==> src/fcbs_pkg.sv <==
// shared types, widths and register codes for the frustum cull block
`timescale 1ns / 1ps
package fcbs_pkg;

    // sizes
    localparam int MAX_PLANES = 6;
    localparam int PLANE_REGS = 6;
    localparam int NUM_LANES  = (MAX_PLANES < PLANE_REGS) ? MAX_PLANES : PLANE_REGS;
    localparam int COORD_BITS = 16;
    localparam int NORM_BITS  = 16;
    localparam int FRAC_BITS  = 14;
    localparam int PLANE_BITS = 64;
    localparam int CNT_BITS   = 3;
    localparam int INDEX_BITS = 3;
    localparam int CFG_BITS   = PLANE_BITS;

    // arithmetic widths
    localparam int PROD_BITS = COORD_BITS + NORM_BITS;
    localparam int SUM_BITS  = COORD_BITS + NORM_BITS + 3;

    // stream widths
    localparam int IN_BITS   = 1 + 7 * COORD_BITS;
    localparam int IN_TDATA  = ((IN_BITS + 7) / 8) * 8;
    localparam int OUT_TDATA = 8;

    // configuration register indexes
    localparam logic [INDEX_BITS-1:0] REG_PLANE_A       = 3'd0;
    localparam logic [INDEX_BITS-1:0] REG_PLANE_B       = 3'd1;
    localparam logic [INDEX_BITS-1:0] REG_PLANE_C       = 3'd2;
    localparam logic [INDEX_BITS-1:0] REG_PLANE_D       = 3'd3;
    localparam logic [INDEX_BITS-1:0] REG_PLANE_E       = 3'd4;
    localparam logic [INDEX_BITS-1:0] REG_PLANE_F       = 3'd5;
    localparam logic [INDEX_BITS-1:0] REG_PLANES_IN_USE = 3'd6;

    localparam logic [CNT_BITS-1:0] PLANES_RESET = 3'd6;

    // test kinds
    localparam logic OP_BOX    = 1'b0;
    localparam logic OP_SPHERE = 1'b1;

    // one object under test
    typedef struct packed {
        logic                         op;
        logic signed [COORD_BITS-1:0] center_x;
        logic signed [COORD_BITS-1:0] center_y;
        logic signed [COORD_BITS-1:0] center_z;
        logic signed [COORD_BITS-1:0] half_x;
        logic signed [COORD_BITS-1:0] half_y;
        logic signed [COORD_BITS-1:0] half_z;
        logic signed [COORD_BITS-1:0] margin;
    } obj_t;

endpackage

==> src/fcbs_plane_lane.sv <==
// one plane test: products, signed distance plus radius, sign check
`timescale 1ns / 1ps
module fcbs_plane_lane (
    input  fcbs_pkg::obj_t                  obj,
    input  logic [fcbs_pkg::PLANE_BITS-1:0] plane,
    input  logic                            active,
    output logic                            reject
);
    import fcbs_pkg::*;

    logic signed [NORM_BITS-1:0]  nx, ny, nz, offs;
    logic        [NORM_BITS-1:0]  anx, any_n, anz;
    logic        [COORD_BITS-1:0] ahx, ahy, ahz;

    logic signed [PROD_BITS-1:0]  px, py, pz;
    logic        [PROD_BITS-1:0]  rx, ry, rz;

    logic signed [SUM_BITS-1:0]   plane_dist, rad_box, rad_sph, rad, total;

    // unpack the plane and take magnitudes
    assign nx   = plane[NORM_BITS-1:0];
    assign ny   = plane[2*NORM_BITS-1:NORM_BITS];
    assign nz   = plane[3*NORM_BITS-1:2*NORM_BITS];
    assign offs = plane[4*NORM_BITS-1:3*NORM_BITS];

    assign anx   = nx[NORM_BITS-1] ? NORM_BITS'(-nx) : nx;
    assign any_n = ny[NORM_BITS-1] ? NORM_BITS'(-ny) : ny;
    assign anz   = nz[NORM_BITS-1] ? NORM_BITS'(-nz) : nz;
    assign ahx   = obj.half_x[COORD_BITS-1] ? COORD_BITS'(-obj.half_x) : obj.half_x;
    assign ahy   = obj.half_y[COORD_BITS-1] ? COORD_BITS'(-obj.half_y) : obj.half_y;
    assign ahz   = obj.half_z[COORD_BITS-1] ? COORD_BITS'(-obj.half_z) : obj.half_z;

    // products for the dot term and the box radius
    assign px = nx * obj.center_x;
    assign py = ny * obj.center_y;
    assign pz = nz * obj.center_z;
    assign rx = PROD_BITS'(anx) * PROD_BITS'(ahx);
    assign ry = PROD_BITS'(any_n) * PROD_BITS'(ahy);
    assign rz = PROD_BITS'(anz) * PROD_BITS'(ahz);

    // signed distance, effective radius, reject when distance + radius < 0
    assign plane_dist = SUM_BITS'(px) + SUM_BITS'(py) + SUM_BITS'(pz)
                      - (SUM_BITS'(offs) <<< FRAC_BITS);
    assign rad_box = signed'(SUM_BITS'(rx) + SUM_BITS'(ry) + SUM_BITS'(rz));
    assign rad_sph = SUM_BITS'(obj.margin) <<< FRAC_BITS;
    assign rad     = (obj.op == OP_SPHERE) ? rad_sph : rad_box;
    assign total   = plane_dist + rad;
    assign reject  = active & total[SUM_BITS-1];

endmodule

==> config.mk <==
export PLATFORM = sky130hd
export DESIGN_NAME = fcbs_plane_lane
export DESIGN_NICKNAME = d
export VERILOG_FILES = /design/src/fcbs_pkg.sv /design/src/fcbs_plane_lane.sv
export SDC_FILE = /design/constraint.sdc
export NUM_CORES = 2
export LEC_CHECK = 0
export ABC_CLOCK_PERIOD_IN_PS = 28700
export BUFFER_PORTS_ARGS = -buffer_cell sky130_fd_sc_hd__buf_2
export CORE_MARGIN = 3
export CORE_UTILIZATION = 67
export DETAILED_ROUTE_END_ITERATION = 10
export GPL_ROUTABILITY_DRIVEN = 0
export PLACE_DENSITY = 0.85
export RECOVER_POWER = 50
export SLEW_MARGIN = 20
export SYNTH_ARGS = -nofsm -noshare
export SYNTH_HDL_FRONTEND = slang
export SYNTH_SLANG_ARGS = --single-unit
==> constraint.sdc <==
create_clock -name vclk -period 28.7
set_input_delay 4.305 -clock vclk [all_inputs]
set_output_delay 4.305 -clock vclk [all_outputs]
set_load 0.1 [all_outputs]
* After elaboration in Yosys (flattened, before gate mapping)
Cells that the tools add are included.
** Storage, ports and cells
- Flip-flop bits (word level) :: 0
- Bits in latches :: 0
- Memory bits (writable) :: 0
- Bits in read-only memories :: 0
- Bits of input ports :: 178
- Output and inout bits :: 1
- Logic and storage cells :: 26
- Memories :: 0
** Cells by class
- Add/sub/neg operators :: 12
- $mul :: 6
- Div/mod/pow operators :: 0
- Magnitude comparators :: 0
- Equality and inequality tests :: 0
- Shift operators :: 0
- Mux-type cells :: 7
- Bitwise logic cells :: 1
- Reduce and logical (&&, ||, !) cells :: 0
** Operators by type and width (count)
- 16-bit by 16-bit multiplier with 32-bit output :: 6
- 16-bit two-way mux :: 6
- 16-bit negation :: 6
- 33-bit by 32-bit adder with 34-bit output :: 2
- 32-bit by 32-bit adder with 33-bit output :: 2
- 35-bit adder :: 1
- 35-bit two-way mux :: 1
- 34-bit by 30-bit subtractor with 35-bit output :: 1
- 1-bit AND :: 1

* Logic depth before layout (Yosys ltp)
- Word-level depth :: 8
- Mapped depth :: 59
- Gate-level depth less buffers :: 58

* Worst setup path after synthesis
Ideal clock, no wire load.
- Kind :: input port to output port
- From :: input obj[16] in the netlist's numbering
- To :: output reject
- Arrival time :: 19.034 ns
- Data required time :: 24.395 ns
- Path slack :: 5.361 ns
- Cell stages on the path :: 53
- Buffers on the path :: 1
- Cell sequence :: clkinv_1 clkbuf_1 ha_1 nand2_1 or2_2 or3_1 o31ai_1 xor2_1 nor2_1 fa_1 fa_1 inv_1 fa_1 inv_1 fa_1 fa_1 fa_1 fa_1 (+17 left out) inv_1 fa_1 inv_1 fa_1 fa_1 inv_1 fa_1 inv_1 fa_1 inv_1 ha_1 a21o_1 a21o_1 a21oi_1 o21ai_0 a21oi_1 and4_1 o21a_1
** Between the ends
- Cells in the longest elaborated chain, start to end :: 7
** Ends and longest elaborated chain
- start: declaration :: RTL line fcbs_plane_lane.sv:4 : input fcbs_pkg::obj_t obj,
- 16-bit negation :: RTL line fcbs_plane_lane.sv:31 : assign ahz = obj.half_z[COORD_BITS-1] ? COORD_BITS'(-obj.half_z) : obj.half_z;
- 16-bit two-way mux (*) :: RTL line fcbs_plane_lane.sv:31
- 16-bit by 16-bit multiplier with 32-bit output (*) :: RTL line fcbs_plane_lane.sv:39 : assign rz = PROD_BITS'(anz) * PROD_BITS'(ahz);
- 33-bit by 32-bit adder with 34-bit output (*) :: RTL line fcbs_plane_lane.sv:44 : assign rad_box = signed'(SUM_BITS'(rx) + SUM_BITS'(ry) + SUM_BITS'(rz));
- 35-bit two-way mux (*) :: RTL line fcbs_plane_lane.sv:46 : assign rad = (obj.op == OP_SPHERE) ? rad_sph : rad_box;
- 35-bit adder (*) :: RTL line fcbs_plane_lane.sv:47 : assign total = plane_dist + rad;
- 1-bit AND (*) :: RTL line fcbs_plane_lane.sv:48 : assign reject = active & total[SUM_BITS-1];
- end: declaration :: RTL line fcbs_plane_lane.sv:7 : output logic reject
Every way passes the cells marked *; elsewhere a longest branch is shown, timed or not.

* Final worst setup path
- From :: input plane[32] in the netlist's numbering
- To :: output reject
** Between the ends
- Cells in the longest elaborated chain, start to end :: 7
- Elaborated cells between the ends (all ways) :: 10
- Those cells by class :: 5 x add/sub; 2 x mul; 2 x mux; 1 x bitwise
** Ends and longest elaborated chain
- start: declaration :: RTL line fcbs_plane_lane.sv:5 : input logic [fcbs_pkg::PLANE_BITS-1:0] plane,
- 16-bit negation :: RTL line fcbs_plane_lane.sv:28 : assign anz = nz[NORM_BITS-1] ? NORM_BITS'(-nz) : nz;
- 16-bit two-way mux :: RTL line fcbs_plane_lane.sv:28
- 16-bit by 16-bit multiplier with 32-bit output :: RTL line fcbs_plane_lane.sv:39
- 33-bit by 32-bit adder with 34-bit output :: RTL line fcbs_plane_lane.sv:44
- 35-bit two-way mux :: RTL line fcbs_plane_lane.sv:46
- 35-bit adder (*) :: RTL line fcbs_plane_lane.sv:47
- 1-bit AND (*) :: RTL line fcbs_plane_lane.sv:48
Marks and branches as above.

==> impl_results.md <==
* First-pass GRT wire length at 275 mm
* Placed insts at 7,642
* Fin cells at 7,656
* Area Overhead vs Synth at 3.19%
* Worst Path Arrival at ~22 ns
* Via count at about 45,000
* Worst Setup Start Kind: primary input
* Setup CP Type: in2out
* Nets at 8,893
* Worst Tran Pin Value at approximately 1.2 ns
* Core area at 87,400 sq um
* Critical Path Sink Type: output pin
* Final setup violation count at 0
* CLK BUF at 0
* Hold Path Sink: reject
* CTS resizes at 0
* Drt total wl at 171 mm
* Critical path peak fanout at 25
* Crit-path most repeated cell: fa_1
* DP HPWL at 153 mm
* Gr ovfl total at 0
* Min Tclk post-route at 26.22 ns
* Vias in the first global route at 49,200
* Worst path max stage delay at 0.93 ns
* Via density at about 5.8
* Pre-antenna DRT Iters at 11
* Commonest cells in the netlist: inv_1 (1,902), fa_1 (1,730), nand2_1 (856)
* Post-Synthesis Cells at 6,475
* Violated checks: DRC
* Ratio of cells with drive above 1 in the final layout at 3.92%
* Post-CTS Setup Inserts at 0
* Post-detailed-route count of antenna-violating nets at 0
* Total track usage at 38.5%
* Slowest CP cell: xnor2_1
* Initial antenna violation count at 20
* Kind of path behind the tightest hold check: in2out
* Max-Cap Viols at 0
* Required @ worst endpoint at 24.40 ns
* Initial Util at 68.1%
* # port buffers at 179
* Seq cells at 0
* Status: complete, but fails checks
* Top cell type's share of synthesized area at 58.1%
* Setup TNS at 0 ns
* Post-synthesis sequential area ratio at 0%
* Synthesized area at 59,600 sq um
* Post-synth top area cell: fa_1
* Layout fillers at a little over 6,000
* Area of the multi-input gates at 51,600 sq um
* Slew HR at 19.3%
* Drt wl/cell at roughly 22 um
* Hold Path Stages at 3
* 1st-iter DRT viols at 5,358
* Die Wd at between 300 and 400 um
* Most common cell in the netlist: inv_1
* I/O pins at roughly 180
* HP Start: active
* Num rows at 108
* Final hold violations at 0
* Yosys warnings at 0
* Syn_nets at 8,879
* DIE AREA at around 90,000 sq um
* DRC Markers at 3
* Die Height at 304 um
* Hold-fix buffers, CTS at 0
* Final Cycle Share at 91.4%
* Largest net degree at the start of global routing at between 40 and 50
* Post-synth cell types at 71
* Sequential cell area at 0 sq um
* Top cells by area, synth: fa_1 (58%), inv_1 (12%), ha_1 (10%), nand2_1 (5.4%), nor2_1 (2.9%)
* Fmax at roughly 38 MHz
* RSZ-0062 raised after global routing: false
* Slew Limit Fails at 0
* Avg Inst Size Synth at 9.20 sq um
==> worst max path at each step <==
stage / cells past startpoint / from / end / slack [ns]
floorplan: 53 / obj[16] / reject / 5.36
global placement: 54 / plane[32] / reject / 3.79
detailed placement: 54 / plane[32] / reject / 3.37
CTS: 53 / plane[32] / reject / 3.35
global route: 53 / plane[32] / reject / 2.20
finish: 54 / plane[32] / reject / 2.48
==> final cells by class <==
class              count  share of cell area, %
inverters           1903                   11.6
multi-input cells   4361                   84.0
well taps           1155                   2.35
repair buffers       223                   1.99
diodes                14                 0.0570
==> layout by cell type, fill, tap and decap left out, types with 6 or more instances in the layout <==
| master | Yosys | layout |
|---|---|---|
| inv_1 | 1902 | 1902 |
| fa_1 | 1730 | 1730 |
| nand2_1 | 856 | 856 |
| ha_1 | 496 | 496 |
| nor2_1 | 459 | 459 |
| and2_1 | 263 | 263 |
| buf_2 | 13 | 178 |
| xnor2_1 | 99 | 98 |
| xor2_1 | 80 | 78 |
| nand2b_1 | 67 | 67 |
| o21ai_0 | 53 | 53 |
| buf_4 | 1 | 44 |
| o31ai_1 | 26 | 26 |
| a21oi_1 | 26 | 26 |
| a21o_1 | 17 | 17 |
| o21a_1 | 16 | 16 |
| diode_2 | 0 | 14 |
| or4_1 | 14 | 14 |
| or3_1 | 14 | 14 |
| or2_2 | 12 | 12 |
| nor2b_1 | 9 | 9 |
| a211oi_1 | 9 | 9 |
| nor3_1 | 8 | 8 |
| nand4_1 | 8 | 8 |
| o211ai_1 | 7 | 7 |
| and3_1 | 6 | 6 |
| a31oi_1 | 6 | 6 |
==> worst max-delay path, delay by kind of cell <==
family | cells | cell delay [ns]
adder cells (fa/ha/maj) | 21 | 9.80
AO/OA/AOI/OAI | 7 | 2.45
buffers and inverters | 16 | 2.27
XOR/XNOR | 2 | 1.10
AND/OR/NAND/NOR | 8 | 1.90
==> logic make-up after synthesis <==
logic type / share of synthesized area (%)
fa+ha+maj: 68.6
buf+inv: 13.4
simple gates: 13.0
compound gates: 2.30
xor+xnor: 2.66
mux: 0.0882
==> metrics by stage <==
| step | hold slack (ns) | worst slack [ns] | util, % | cell area [sq um] |
|---|---|---|---|---|
| detailed placement | 9.10 | 3.37 | 70.2 | 61400 |
| global route | 9.33 | 2.20 | 70.3 | 61400 |
| global placement | 9.11 | 3.79 | 70.2 | 61400 |
| finish | 9.32 | 2.48 | 70.3 | 61500 |
| floorplan | 9.04 | 5.36 | - | 59600 |
| CTS | 9.10 | 3.35 | 70.2 | 61400 |
==> metal layers <==
layer / part of all wire, % / vias to the layer above / GRT usage (%)
met3: 16 / 608 / 14.3
met2: 42 / 3174 / 56.8
met1: 36 / 22400 / 52.3
met5: 0.064 / - / 0
li1: - / 18300 / -
met4: 5.7 / 16 / 15.2
Power is left out: the tool's default activity adds up to more than one toggle a clock period on the data nets, which glitch-free logic cannot reach.
